`src/design/grrt_pkg.sv`:
```
package grrt_pkg;

   localparam int REGION_COUNT     = 16;
   localparam int OFFSET_BITS      = 24;
   localparam int MAX_REGION_BYTES = 16777216;
   localparam int TAG_W            = 8;
   localparam int IDX_W            = $clog2(REGION_COUNT + 1);
   localparam int SIZE_W           = $clog2(MAX_REGION_BYTES + 1);
   localparam logic [31:0] OFF_MASK = 32'((64'd1 << OFFSET_BITS) - 64'd1);

   typedef enum logic [2:0] {
      KIND_REGISTER   = 3'd0,
      KIND_UNREGISTER = 3'd1,
      KIND_ENC_OFFSET = 3'd2,
      KIND_ENC_HOST   = 3'd3,
      KIND_RESOLVE    = 3'd4,
      KIND_CLEAR      = 3'd5,
      KIND_RSVD6      = 3'd6,
      KIND_RSVD7      = 3'd7
   } kind_type;

   typedef enum logic [3:0] {
      ST_OK           = 4'd0,
      ST_NULL         = 4'd1,
      ST_BAD_ARG      = 4'd2,
      ST_BAD_REGION   = 4'd3,
      ST_IN_USE       = 4'd4,
      ST_OVERLAP      = 4'd5,
      ST_TOO_LARGE    = 4'd6,
      ST_WRAP         = 4'd7,
      ST_UNREGISTERED = 4'd8,
      ST_OUT_OF_RANGE = 4'd9,
      ST_MISALIGNED   = 4'd10,
      ST_NOT_FOUND    = 4'd11
   } status_type;

   typedef enum logic [2:0] {
      S_IDLE,
      S_SCAN,
      S_READ,
      S_CHECK,
      S_DONE
   } state_type;

   // scan unit request / reply
   typedef struct packed {
      logic        go;
      logic        host_mode;  // 1: find entry holding addr, 0: overlap search
      logic [63:0] lo;
      logic [63:0] hi;
   } scan_req_type;

   typedef struct packed {
      logic             done;
      logic             hit;
      logic [IDX_W-1:0] tag;
   } scan_rsp_type;

endpackage

```
`src/design/guest_reference_region_table_unit.sv`:
```
// Sequence: resolve and encode offset pass through scan, then read and check;
//   register scans the entries, then reports from the done state; host-address
//   encode scans, then reads and checks (the scan tests one entry per cycle).
// Throughput: one word at a time; busy stays high until the result strobe.
// Unregister, clear and unknown kinds go from scan back to idle and give no result.
// Reset (synchronous, active high) clears all entry valid bits and control;
// region storage holds garbage until written. Receiver cannot stall.
module guest_reference_region_table_unit
   import grrt_pkg::*;
(
   input  logic          clock,
   input  logic          reset,
   input  logic          start,
   output logic          busy,
   input  logic [2:0]    req_kind,
   input  logic [7:0]    req_region_tag,
   input  logic [63:0]   req_host_address,
   input  logic [31:0]   req_region_size,
   input  logic [31:0]   req_region_offset,
   input  logic [31:0]   req_access_size,
   input  logic [31:0]   req_alignment,
   input  logic [31:0]   req_guest_reference,
   input  logic          req_null_allowed,
   output logic          rsp_strobe,
   output logic          rsp_ok,
   output logic [3:0]    rsp_status,
   output logic [31:0]   rsp_reference_out,
   output logic [63:0]   rsp_host_address_out,
   output logic [7:0]    rsp_tag_reported,
   output logic [31:0]   rsp_offset_reported
);

   // region storage: valid bits in flops, payload in arrays
   logic [REGION_COUNT:1] valid_ff;
   logic [63:0]           start_mem [1:REGION_COUNT];
   logic [63:0]           end_mem   [1:REGION_COUNT];
   logic [SIZE_W-1:0]     size_mem  [1:REGION_COUNT];

   state_type state_ff, state_in;

   // captured request word
   kind_type    kind_ff;
   logic [7:0]  tag_ff;
   logic [63:0] host_ff;
   logic [31:0] size_ff, off_ff, acc_ff, align_ff;
   logic        nullok_ff;
   logic [63:0] end_ff;
   logic        wrap_ff;

   // entry lookup, registered reads
   logic [IDX_W-1:0]  rd_idx;
   logic [IDX_W-1:0]  scan_tag;
   logic [63:0]       rd_start_ff, rd_end_ff;
   logic [SIZE_W-1:0] rd_size_ff;

   scan_req_type scan_req;
   scan_rsp_type scan_rsp;

   // resolved tag / offset for the check step
   logic [7:0]  ctag_ff, ctag_in;
   logic [31:0] coff_ff, coff_in;
   logic        found_ff, found_in;

   logic        r_str_in, r_ok_in;
   status_type  r_st_in;
   logic [31:0] r_ref_in, r_off_in;
   logic [63:0] r_host_in;
   logic [7:0]  r_tag_in;
   logic        reg_wr;

   logic        accept;
   assign accept = start && !busy;
   assign busy   = (state_ff != S_IDLE);

   grrt_scan u_scan (
      .clock    (clock),
      .reset    (reset),
      .req      (scan_req),
      .valid    (valid_ff),
      .rd_tag   (scan_tag),
      .rd_start (rd_start_ff),
      .rd_end   (rd_end_ff),
      .rsp      (scan_rsp)
   );

   // one read port: scan address while scanning, else the check tag
   assign rd_idx = (state_ff == S_SCAN) ? scan_tag : IDX_W'(ctag_in);

   always_ff @(posedge clock) begin
      if (rd_idx >= IDX_W'(1) && rd_idx <= IDX_W'(REGION_COUNT)) begin
         rd_start_ff <= start_mem[rd_idx];
         rd_end_ff   <= end_mem[rd_idx];
         rd_size_ff  <= size_mem[rd_idx];
      end
      if (reg_wr) begin
         start_mem[tag_ff[IDX_W-1:0]] <= host_ff;
         end_mem[tag_ff[IDX_W-1:0]]   <= end_ff;
         size_mem[tag_ff[IDX_W-1:0]]  <= size_ff[SIZE_W-1:0];
      end
   end

   always_ff @(posedge clock) begin
      if (accept) begin
         kind_ff   <= kind_type'(req_kind);
         tag_ff    <= req_region_tag;
         host_ff   <= req_host_address;
         size_ff   <= req_region_size;
         off_ff    <= req_region_offset;
         acc_ff    <= req_access_size;
         align_ff  <= req_alignment;
         nullok_ff <= req_null_allowed;
         {wrap_ff, end_ff} <= {1'b0, req_host_address} + {33'd0, req_region_size};
      end
      ctag_ff  <= ctag_in;
      coff_ff  <= coff_in;
      found_ff <= found_in;
   end

   // pre-scan checks
   logic tag_ok, reg_pre_fail, enc_host_pre;
   logic [7:0] ref_tag;
   logic [31:0] ref_off;
   assign tag_ok  = (tag_ff != 8'd0) && (tag_ff <= 8'(REGION_COUNT));
   assign ref_tag = 8'(req_guest_reference >> OFFSET_BITS);
   assign ref_off = req_guest_reference & OFF_MASK;
   assign reg_pre_fail = !tag_ok || host_ff == 64'd0 || size_ff == 32'd0
                         || size_ff > 32'(MAX_REGION_BYTES) || valid_ff[tag_ff[IDX_W-1:0]]
                         || wrap_ff;
   assign enc_host_pre = (acc_ff == 32'd0) || (host_ff == 64'd0);

   // next state
   always_comb begin
      state_in = state_ff;
      unique case (state_ff)
         S_IDLE:  if (accept) state_in = S_SCAN;
         S_SCAN: begin
            unique case (kind_ff)
               KIND_REGISTER:
                  if (reg_pre_fail || scan_rsp.done) state_in = S_DONE;
               KIND_ENC_HOST:
                  if (enc_host_pre || (scan_rsp.done && !scan_rsp.hit)) state_in = S_DONE;
                  else if (scan_rsp.done) state_in = S_READ;
               KIND_ENC_OFFSET, KIND_RESOLVE: state_in = S_READ;
               default: state_in = S_IDLE;
            endcase
         end
         S_READ:  state_in = S_CHECK;
         S_CHECK: state_in = S_IDLE;
         S_DONE:  state_in = S_IDLE;
         default: state_in = S_IDLE;
      endcase
   end

   // scan start: first cycle after accept
   logic first_ff;
   always_ff @(posedge clock) begin
      if (reset) first_ff <= 1'b0;
      else       first_ff <= accept;
   end

   always_comb begin
      scan_req.go        = first_ff && ((kind_ff == KIND_REGISTER && !reg_pre_fail)
                           || (kind_ff == KIND_ENC_HOST && !enc_host_pre));
      scan_req.host_mode = (kind_ff == KIND_ENC_HOST);
      scan_req.lo        = host_ff;
      scan_req.hi        = end_ff;
   end

   // outputs / check datapath
   logic        fits, in_rng, misal, align_bad;
   logic [63:0] host_sum;
   logic [31:0] remain;
   always_comb begin
      remain    = 32'(rd_size_ff) - coff_ff;
      fits      = (coff_ff < 32'(rd_size_ff)) && (acc_ff <= remain);
      in_rng    = (coff_ff <= OFF_MASK) && fits;
      host_sum  = rd_start_ff + {32'd0, coff_ff};
      misal     = (host_sum[31:0] & (align_ff - 32'd1)) != 32'd0;
      align_bad = (align_ff == 32'd0) || ((align_ff & (align_ff - 32'd1)) != 32'd0);
   end

   always_comb begin
      ctag_in   = ctag_ff;
      coff_in   = coff_ff;
      found_in  = found_ff;
      r_str_in  = 1'b0;
      r_ok_in   = 1'b0;
      r_st_in   = ST_OK;
      r_ref_in  = '0;
      r_host_in = '0;
      r_tag_in  = '0;
      r_off_in  = '0;
      reg_wr    = 1'b0;
      unique case (state_ff)
         S_IDLE: begin
            if (accept) begin
               if (kind_type'(req_kind) == KIND_RESOLVE) begin
                  ctag_in = ref_tag;
                  coff_in = ref_off;
               end else begin
                  ctag_in = req_region_tag;
                  coff_in = req_region_offset;
               end
            end
         end
         S_SCAN: begin
            // scan reply lasts one cycle: keep hit and tag; rd_start_ff still
            // holds the entry being reported
            if (scan_rsp.done) begin
               found_in = scan_rsp.hit;
               ctag_in  = 8'(scan_rsp.tag);
               if (kind_ff == KIND_ENC_HOST)
                  coff_in = 32'(host_ff - rd_start_ff);
            end
         end
         S_DONE: begin
            r_str_in = (kind_ff == KIND_REGISTER) || (kind_ff == KIND_ENC_HOST);
            if (kind_ff == KIND_REGISTER) begin
               r_tag_in = tag_ff;
               if (!tag_ok || host_ff == 64'd0 || size_ff == 32'd0)
                  r_st_in = ST_BAD_ARG;
               else if (size_ff > 32'(MAX_REGION_BYTES))
                  r_st_in = ST_TOO_LARGE;
               else if (valid_ff[tag_ff[IDX_W-1:0]])
                  r_st_in = ST_IN_USE;
               else if (wrap_ff)
                  r_st_in = ST_WRAP;
               else if (found_ff) begin
                  r_st_in  = ST_OVERLAP;
                  r_tag_in = ctag_ff;
               end else begin
                  r_ok_in = 1'b1;
                  reg_wr  = 1'b1;
               end
            end else begin
               if (acc_ff == 32'd0)
                  r_st_in = ST_BAD_ARG;
               else if (host_ff == 64'd0) begin
                  r_st_in = ST_NULL;
                  r_ok_in = 1'b1;
               end else
                  r_st_in = ST_NOT_FOUND;
            end
         end
         S_CHECK: begin
            r_str_in = 1'b1;
            r_tag_in = ctag_ff;
            r_off_in = coff_ff;
            if (kind_ff == KIND_RESOLVE) begin
               if (acc_ff == 32'd0 || align_bad)
                  r_st_in = ST_BAD_ARG;
               else if (ctag_ff == 8'd0 && coff_ff == 32'd0) begin
                  r_st_in  = ST_NULL;
                  r_ok_in  = nullok_ff;
               end else if (ctag_ff == 8'd0 || ctag_ff > 8'(REGION_COUNT))
                  r_st_in = ST_BAD_REGION;
               else if (!valid_ff[ctag_ff[IDX_W-1:0]])
                  r_st_in = ST_UNREGISTERED;
               else if (!fits)
                  r_st_in = ST_OUT_OF_RANGE;
               else if (misal)
                  r_st_in = ST_MISALIGNED;
               else begin
                  r_ok_in   = 1'b1;
                  r_host_in = host_sum;
               end
            end else begin
               if (acc_ff == 32'd0)
                  r_st_in = ST_BAD_ARG;
               else if (ctag_ff == 8'd0 || ctag_ff > 8'(REGION_COUNT))
                  r_st_in = ST_BAD_REGION;
               else if (!valid_ff[ctag_ff[IDX_W-1:0]])
                  r_st_in = ST_UNREGISTERED;
               else if (!in_rng)
                  r_st_in = ST_OUT_OF_RANGE;
               else begin
                  r_ok_in  = 1'b1;
                  r_ref_in = 32'({24'd0, ctag_ff} << OFFSET_BITS) | coff_ff;
               end
            end
         end
         default: ;
      endcase
   end

   always_ff @(posedge clock) begin
      if (reset) begin
         state_ff   <= S_IDLE;
         valid_ff   <= '0;
         rsp_strobe <= 1'b0;
      end else begin
         state_ff   <= state_in;
         rsp_strobe <= r_str_in;
         if (reg_wr)
            valid_ff[tag_ff[IDX_W-1:0]] <= 1'b1;
         if (state_ff == S_SCAN && kind_ff == KIND_UNREGISTER && tag_ok)
            valid_ff[tag_ff[IDX_W-1:0]] <= 1'b0;
         if (state_ff == S_SCAN && kind_ff == KIND_CLEAR)
            valid_ff <= '0;
      end
      rsp_ok               <= r_ok_in;
      rsp_status           <= r_st_in;
      rsp_reference_out    <= r_ref_in;
      rsp_host_address_out <= r_host_in;
      rsp_tag_reported     <= r_tag_in;
      rsp_offset_reported  <= r_off_in;
   end

endmodule

```
`src/design/grrt_scan.sv`:
```
module grrt_scan
   import grrt_pkg::*;
(
   input  logic                    clock,
   input  logic                    reset,
   input  scan_req_type            req,
   input  logic [REGION_COUNT:1]   valid,
   output logic [IDX_W-1:0]        rd_tag,
   input  logic [63:0]             rd_start,
   input  logic [63:0]             rd_end,
   output scan_rsp_type            rsp
);

   // One entry per cycle, tag order; rd data arrives in the cycle after rd_tag.
   logic                busy_ff, busy_in;
   logic                chk_ff, chk_in;
   logic [IDX_W-1:0]    cur_ff, cur_in;
   logic [IDX_W-1:0]    chk_tag_ff, chk_tag_in;
   logic                match;
   logic                last;

   assign rd_tag = cur_ff;
   assign last   = (cur_ff == IDX_W'(REGION_COUNT));

   always_comb begin
      if (req.host_mode)
         match = (req.lo >= rd_start) && (req.lo < rd_end);
      else
         match = (req.lo < rd_end) && (rd_start < req.hi);
      match = match && valid[chk_tag_ff];
   end

   always_comb begin
      busy_in    = busy_ff;
      cur_in     = cur_ff;
      chk_in     = 1'b0;
      chk_tag_in = cur_ff;
      rsp        = '0;
      rsp.tag    = chk_tag_ff;
      if (req.go) begin
         busy_in = 1'b1;
         cur_in  = IDX_W'(1);
      end else if (chk_ff && match) begin
         busy_in  = 1'b0;
         rsp.done = 1'b1;
         rsp.hit  = 1'b1;
      end else if (chk_ff && !busy_ff) begin
         rsp.done = 1'b1;
      end else if (busy_ff) begin
         chk_in = 1'b1;
         if (last)
            busy_in = 1'b0;
         else
            cur_in = cur_ff + IDX_W'(1);
      end
   end

   always_ff @(posedge clock) begin
      if (reset) begin
         busy_ff <= 1'b0;
         chk_ff  <= 1'b0;
      end else begin
         busy_ff <= busy_in;
         chk_ff  <= chk_in;
      end
      cur_ff     <= cur_in;
      chk_tag_ff <= chk_tag_in;
   end

endmodule

```
`config.mk`:
```
export PLATFORM = sky130hd
export DESIGN_NAME = guest_reference_region_table_unit
export DESIGN_NICKNAME = d
export VERILOG_FILES = /design/src/design/grrt_pkg.sv /design/src/design/guest_reference_region_table_unit.sv /design/src/design/grrt_scan.sv
export SDC_FILE = /design/constraint.sdc
export NUM_CORES = 2
export LEC_CHECK = 0
export ABC_AREA = 1
export BUFFER_PORTS_ARGS = -buffer_cell sky130_fd_sc_hd__buf_2
export CAP_MARGIN = 30
export CORE_UTILIZATION = 41
export CTS_CLUSTER_SIZE = 24
export DETAILED_ROUTE_END_ITERATION = 10
export PLACE_DENSITY_LB_ADDON = 0.2
export SLEW_MARGIN = 20
export SYNTH_ARGS = -nofsm -noshare
export SYNTH_HDL_FRONTEND = slang
export SYNTH_SLANG_ARGS = --single-unit
```
`constraint.sdc`:
```
create_clock -name clock -period 9.7 [get_ports clock]
set_input_delay 0.485 -clock clock [delete_from_list [all_inputs] [get_ports clock]]
set_output_delay 0.485 -clock clock [all_outputs]
set_load 0.01 [all_outputs]
```
After elaboration in Yosys (flattened, before gate mapping)
Memory sizes are Yosys's and may differ from the RTL's. A register that Yosys moved wholly into a read port is not among the register bits.
Index checks and enable logic that the tools add are counted.
{"block": "totals", "regBits": 452, "out_inout_bits": 143, "inputBits": 239, "mem_bits_rw": 2448, "wordCells": 233, "memories": 3}
{"block": "classes", "eq_ne": 17, "bitwise": 14, "order_cmp": 15, "reduce_logical": 61, "addsub": 6, "n_mux": 90}
{"memory": "end_mem", "depth": 16, "width": 64, "rd": 1, "rd_ports_with_merged_regs": 1, "wr": 1, "line_no": "guest_reference_region_table_unit.sv:36", "text": "logic [63:0] end_mem [1:REGION_COUNT];"}
{"memory": "start_mem", "depth": 16, "width": 64, "rd": 1, "rd_ports_with_merged_regs": 1, "wr": 1, "line_no": "guest_reference_region_table_unit.sv:35", "text": "logic [63:0] start_mem [1:REGION_COUNT];"}
{"memory": "size_mem", "depth": 16, "width": 25, "rd": 1, "rd_ports_with_merged_regs": 1, "wr": 1, "line_no": "guest_reference_region_table_unit.sv:37", "text": "logic [SIZE_W-1:0] size_mem [1:REGION_COUNT];"}
{"operator": "32-bit logical NOT", "count": 4}
{"operator": "64-bit less-than comparator", "count": 2}
{"operator": "32-bit 2-to-1 mux", "count": 4}
{"operator": "8-bit 2-to-1 mux", "count": 9}
{"operator": "64-bit by 32-bit adder with 65-bit output", "count": 1}
{"operator": "64-bit by 32-bit adder with 64-bit output", "count": 1}
{"operator": "32-bit AND", "count": 2}
{"operator": "64-bit >= comparator", "count": 1}
{"operator": "64-bit logical NOT", "count": 1}
{"operator": "32-bit case mux with 2 select lines", "count": 1}
{"operator": "32-bit nonzero test", "count": 2}
{"operator": "4-bit 2-to-1 mux", "count": 14}
{"operator": "16-bit 2-to-1 mux", "count": 3}
{"operator": "1-bit 2-to-1 mux", "count": 37}
{"operator": "32-bit by 25-bit > comparator with 1-bit output (second input constant)", "count": 1}
{"operator": "32-bit by 24-bit <= comparator with 1-bit output (second input constant)", "count": 1}
{"operator": "32-bit <= comparator", "count": 1}
{"operator": "32-bit by 25-bit less-than comparator with 1-bit output", "count": 1}
{"operator": "32-bit OR", "count": 1}
{"operator": "8-bit case mux with 2 select lines", "count": 2}
{"operator": "25-bit by 32-bit subtractor with 32-bit output", "count": 1}
{"operator": "32-bit by 1-bit subtractor with 32-bit output (second input constant)", "count": 1}
{"operator": "32-bit subtractor", "count": 1}
{"operator": "3-bit 2-to-1 mux", "count": 9}
{"operator": "40 further kinds", "count": 102}

Logic depth before layout (Yosys ltp)
{"block": "depth", "word_depth": 19, "ltp_mapped": 30, "depth_no_buf": 30}

Hierarchy
A second synthesis with hierarchy kept.
{"block": "hier_totals", "hier_cells": 11311, "hier_area_um2": 130330.0}
{"module": "guest_reference_region_table_unit", "seq_area_each_um2": 89646.0, "instances": 1, "area_each_um2": 124734.6, "cells_per_inst": 10429}
{"module": "grrt_scan", "seq_area_each_um2": 240.2, "instances": 1, "area_each_um2": 5595.4, "cells_per_inst": 882}

Least setup slack after synthesis
No wires, ideal clock.
{"block": "synth_path", "path_type": "register to register", "startpoint": "register tag_ff[0]", "endpoint": "memory end_mem[10][0], enable pin", "path_slack_ns": 0.745, "t_required_ns": 9.030, "setup_ns": 0.670, "arrival_ns": 8.285, "period_less_slack_ns": 8.955, "stages_incl_launch_ff": 13, "n_path_buf": 1, "cell_sequence": "edfxtp_1 -> nor2_1 -> nand4_1 -> nand2_1 -> nand2_1 -> nor2_1 -> nand2_1 -> nor2_1 -> nand2_1 -> nor2_1 -> nand2_1 -> clkbuf_1 -> nor2_1"}
{"block": "synth_via", "elab_chain_len": 10, "word_cells_on_any_way": 15, "classes_between": "1 x order compare; 9 x mux; 5 x reduce/logical"}
{"element": "start, declared", "line_no": "guest_reference_region_table_unit.sv:43", "text": "logic [7:0] tag_ff;"}
{"element": "start signal, assigned", "line_no": "guest_reference_region_table_unit.sv:105", "text": "tag_ff <= req_region_tag;"}
{"element": "8-bit by 5-bit <= comparator with 1-bit output / 8-bit nonzero test (equally long branches)", "line_no": "guest_reference_region_table_unit.sv:123", "text": "assign tag_ok = (tag_ff != 8'd0) && (tag_ff <= 8'(REGION_COUNT));"}
{"element": "1-bit logical AND", "line_no": "guest_reference_region_table_unit.sv:123"}
{"element": "1-bit logical NOT", "line_no": "guest_reference_region_table_unit.sv:220", "text": "if (!tag_ok || host_ff == 64'd0 || size_ff == 32'd0)"}
{"element": "1-bit logical OR (2 in a row)", "line_no": "guest_reference_region_table_unit.sv:220"}
{"element": "1-bit 2-to-1 mux", "line_no": "guest_reference_region_table_unit.sv:220"}
{"element": "1-bit 2-to-1 mux", "line_no": "guest_reference_region_table_unit.sv:218", "text": "if (kind_ff == KIND_REGISTER) begin"}
{"element": "1-bit 2-to-1 mux", "line_no": "guest_reference_region_table_unit.sv:194", "text": "unique case (state_ff)"}
{"element": "1-bit 2-to-1 mux", "line_no": "guest_reference_region_table_unit.sv:95", "text": "if (reg_wr) begin"}
{"element": "1-bit 2-to-1 mux (implied by the code)", "line_no": "guest_reference_region_table_unit.sv:97", "text": "end_mem[tag_ff[IDX_W-1:0]] <= end_ff;"}
{"element": "end, declared", "line_no": "guest_reference_region_table_unit.sv:36"}
Several ways; a longest one is shown, not always the timed one. The select of a mux whose other input is x is not followed.

Worst setup path after layout
{"block": "layout_path", "startpoint": "input req_kind[1]", "endpoint": "register rd_end_ff[34] (read register of end_mem), data pin"}
{"block": "layout_via", "elab_chain_len": 7, "word_cells_on_any_way": 8, "classes_between": "2 x order compare; 1 x eq/ne; 4 x mux; 1 x reduce/logical"}
{"element": "start, declared", "line_no": "guest_reference_region_table_unit.sv:15", "text": "input logic [2:0] req_kind,"}
{"element": "3-bit == test (*)", "line_no": "guest_reference_region_table_unit.sv:197", "text": "if (kind_type'(req_kind) == KIND_RESOLVE) begin"}
{"element": "8-bit 2-to-1 mux (*)", "line_no": "guest_reference_region_table_unit.sv:197"}
{"element": "8-bit 2-to-1 mux (*)", "line_no": "guest_reference_region_table_unit.sv:196", "text": "if (accept) begin"}
{"element": "8-bit case mux with 2 select lines (*)", "line_no": "guest_reference_region_table_unit.sv:194"}
{"element": "5-bit 2-to-1 mux (*)", "line_no": "guest_reference_region_table_unit.sv:87", "text": "assign rd_idx = (state_ff == S_SCAN) ? scan_tag : IDX_W'(ctag_in);"}
{"element": "5-bit by 1-bit >= comparator with 1-bit output / 5-bit <= comparator (equally long branches)", "line_no": "guest_reference_region_table_unit.sv:90", "text": "if (rd_idx >= IDX_W'(1) && rd_idx <= IDX_W'(REGION_COUNT)) begin"}
{"element": "1-bit logical AND", "line_no": "guest_reference_region_table_unit.sv:90"}
{"element": "end, declared", "line_no": "guest_reference_region_table_unit.sv:53", "text": "logic [63:0] rd_start_ff, rd_end_ff;"}
Mark *: on every way between the ends. The rest lies on a longest branch, timed or not. The select of a mux whose other input is x is not followed.
A chain may end at the register's enable or synchronous reset.

==> metrics <==
Synth top area share 67.4%; Routed Antenna Nets 0; post-synthesis mux area share 0%; Hold WS 0.0613 ns; gp weighted congestion 0.952; Post-layout nets 11833; fin. max-slew vios 0; placed cell areas approximately 140000 um2; setup_tns 0 ns; Row Count 204; top cells by area, synth edfxtp_1 67%, nand2_1 4.9%, o21ai_0 3.4%; NetSw 15200 uW; largest family of logic cells by synthesized area simple AND/OR/NAND/NOR gates; register area share after synthesis 70.2%; Non-Filler Instances about 16000; prevailing post-synth register cell edfxtp_1; Max Cap Violations 0; fmax 0.176 GHz; CTS tree done; class of the worst hold path primary input to flip-flop; Initial Util between 40% and 50%; Int Power 25800 uW; Max H-tree Level 5; Vias between 90000 and 100k; Placed Cells incl. Taps 14841; number of synthesized flops with an enable pin 2874; drt drc 0; Layout fillers 27575; Synth Area in Simple Gates 11.6%; adder-cell area share of the yosys netlist between 3 and 4%; grt total ovfl 0; area growth from synthesis to layout 15.2%; clock buffer depth 4; Slew Limit Headroom 17.3%; core area between 300000 and 400000 um2; pwr dens 278 nW/um2; die width 561 um; Final Hold Vio Count 0; first-pass GRT wire length 639000 um; delay of the slowest critical-path stage 0.78 ns; RSZ-0062 raised after global routing no; Worst Path Max Fanout 67; Clk Latency, worst-skew pair 0.95 ns; Setup Crit Path Kind primary input to flip-flop; Num CTS Buffers 324; vias in the first global route about 86000; DP HPWL around 280000 um; Critical Path, Cell by Cell dlygate4sd3_1 > buf_2 > nor2_1 > nand2_1 > buf_4 > inv_1 > buf_4 > o21ai_1 > o22ai_1 > o211ai_1 > nand2_4 > buf_4 > buf_4 > buf_4 > o21ai_0 > inv_1 > o21ai_0 > nand4_1 > nand3_1 > nand3_1; Die ar. 315000 um2; xor and xnor area share after synthesis 0.841%; Max rail drop VDD around 0.00021 V; status finished clean; clk slew on worst S/H paths approximately 0.060 ns; Routed WL roughly 460000 um; hold_buf cts 184; share of layout cells above drive strength 1 9.57%; post-cts repair resize count 0; Slew @ Worst Pin 1.24 ns; die height about 560 um; Finish-stage setup viols 0; vias per cell 5.76; Startpoint Class primary input; CP arrival around 6.5 ns; Post-CTS Setup Bufs 0; first-iteration detailed-routing DRC count 11562; Reg power frac 40.2%; final period utilization 58.5%; Finished Cell Area between 100000 and 150000 um2; synth unique cells 57; largest net degree at the start of global routing 171; Overall Global Routing Usage between 20% and 30%; crit path time final between 5 and 6 ns; IO Port Bufs 381; synthesized area per cell 12.1 um2; root buffer cell clkbuf_16; DR WL/cell slightly below 30 um; Slowest cell on crit path buf_4; Comb power frac 30.0%; # clock sinks 3053; CP dominant cell by count buf_4; most area-hungry cell type in the Yosys netlist edfxtp_1; Worst setup EP type flip-flop; #FFs+latches synth 3053; Synth Area in Compound Gates 9.89%; Async S/R FF share, synth 0%; WP data required between 10 and 15 ns; sw frac 37.1%; Clock power frac 29.8%; IO Pins 382; Layout Utilization approximately 48%; skew final 0.0839 ns; antenna violations before repair between 40 and 50; Ys Warns 0; first-pass iteration count of the detailed router 7; instance count of the mapped netlist 10615; Post-Synthesis Cell Area 128000 um2; P_leak 0.0532 uW
==> Yosys cell counts, types with 4 or more instances <==
| library cell | count |
|---|---|
| edfxtp_1 | 2874 |
| nand2_1 | 1673 |
| nor2_1 | 963 |
| o21ai_0 | 880 |
| inv_1 | 847 |
| nand3_1 | 465 |
| a21oi_1 | 412 |
| o21ai_1 | 382 |
| ha_1 | 345 |
| a22oi_1 | 309 |
| nand4_1 | 235 |
| clkbuf_1 | 218 |
| buf_2 | 193 |
| dfxtp_1 | 179 |
| o211ai_1 | 153 |
| xor2_1 | 83 |
| nor3_1 | 74 |
| nor4_1 | 43 |
| xnor2_1 | 40 |
| buf_1 | 36 |
| o22ai_1 | 35 |
| or2_2 | 24 |
| a31oi_1 | 21 |
| nand3b_1 | 20 |
| a21o_1 | 11 |
| o21a_1 | 11 |
| o21bai_1 | 10 |
| buf_6 | 7 |
| inv_2 | 7 |
| a211oi_1 | 5 |
| buf_4 | 5 |
| a21boi_0 | 4 |
| a221oi_1 | 4 |
| and2_1 | 4 |
| fa_1 | 4 |
| nor2_4 | 4 |
==> through the flow <==
step           total power, uW  worst slack, ns
3_3_place_gp             28600             3.87
3_5_place_dp             28800             3.87
2_1_floorplan            23700            0.745
4_1_cts                  40900             4.10
5_1_grt                  42800             3.81
6_report                 41000             4.03
==> cell type report <==
class,count,area (um2),share of cell area (%)
sequential,3053,89900,60.9
multi-input combinational,6250,33200,22.5
clock buffer,406,8560,5.80
timing repair buffer,761,5790,3.92
tap,4120,5150,3.49
inverter,855,3230,2.19
clock inverter,185,1770,1.20
antenna,19,47.5,0.0322
==> worst max-delay path: cells and delay by family <==
kind | cells | cell delay (ns)
buffers and inverters | 9 | 3.67
AND/OR/NAND/NOR | 6 | 1.12
AO/OA/AOI/OAI | 5 | 0.96
==> metal layers <==
metal / up-vias / track usage (%) / wire (um)
li1: 39495 / - / -
met1: 45305 / 40.1 / 191000
met2: 4668 / 43.5 / 203000
met3: 674 / 5.32 / 44800
met4: 6 / 10.3 / 17900
met5: - / 0 / 34
==> kinds of logic (layout without fill, tap and decap cells) <==
group,count (synthesis),in the layout
flops,3053,3053
other cells,1,22
buf+inv,1314,2207
compound gates,2252,2252
fa+ha+maj,349,349
xor+xnor,123,123
simple gates,3523,3523
==> cell usage in the layout (no fill, tap or decap), drive strengths merged, types with 309 or more instances in the layout <==
| cell type | n |
|---|---|
| a21oi | 412 |
| a22oi | 309 |
| buf | 577 |
| clkbuf | 406 |
| edfxtp | 2874 |
| ha | 345 |
| inv | 872 |
| nand2 | 1676 |
| nand3 | 465 |
| nor2 | 970 |
| o21ai | 1265 |
==> registers in the layout (all words and copies together) (netlist names), 32 cells and up <==
| signal | count |
|---|---|
| size_ff | 32 |
| coff_ff | 32 |
| rsp_offset_reported | 32 |
| end_mem | 1024 |
| host_ff | 64 |
| start_mem | 1024 |
| end_ff | 64 |
| acc_ff | 32 |
| rd_end_ff | 64 |
| align_ff | 32 |
| size_mem | 400 |
| rsp_reference_out | 32 |
| rsp_host_address_out | 64 |
| rd_start_ff | 64 |
==> final timing paths <==
path	startpoint	to	slack [ns]	cells after the start
setup reg to reg	state_ff[2]	rd_end_ff[34]	4.10	17
hold reg to reg	u_scan.rd_tag[3]	u_scan.chk_tag_ff[3]	0.37	0
hold / removal	req_region_offset[18]	coff_ff[18]	0.06	3
setup / recovery	req_kind[1]	rd_end_ff[34]	4.03	20
==> power groups by stage <==
stage / Combinational (uW) / Sequential [uW] / Clock [uW]
floorplan: 7690 / 16100 / 0
global placement: 11900 / 16700 / 0
detailed placement: 12000 / 16700 / 0
CTS: 12100 / 16500 / 12300
global route: 13500 / 16500 / 12800
finish: 12300 / 16500 / 12200
Note: power is estimated with default switching activity, not from simulation.
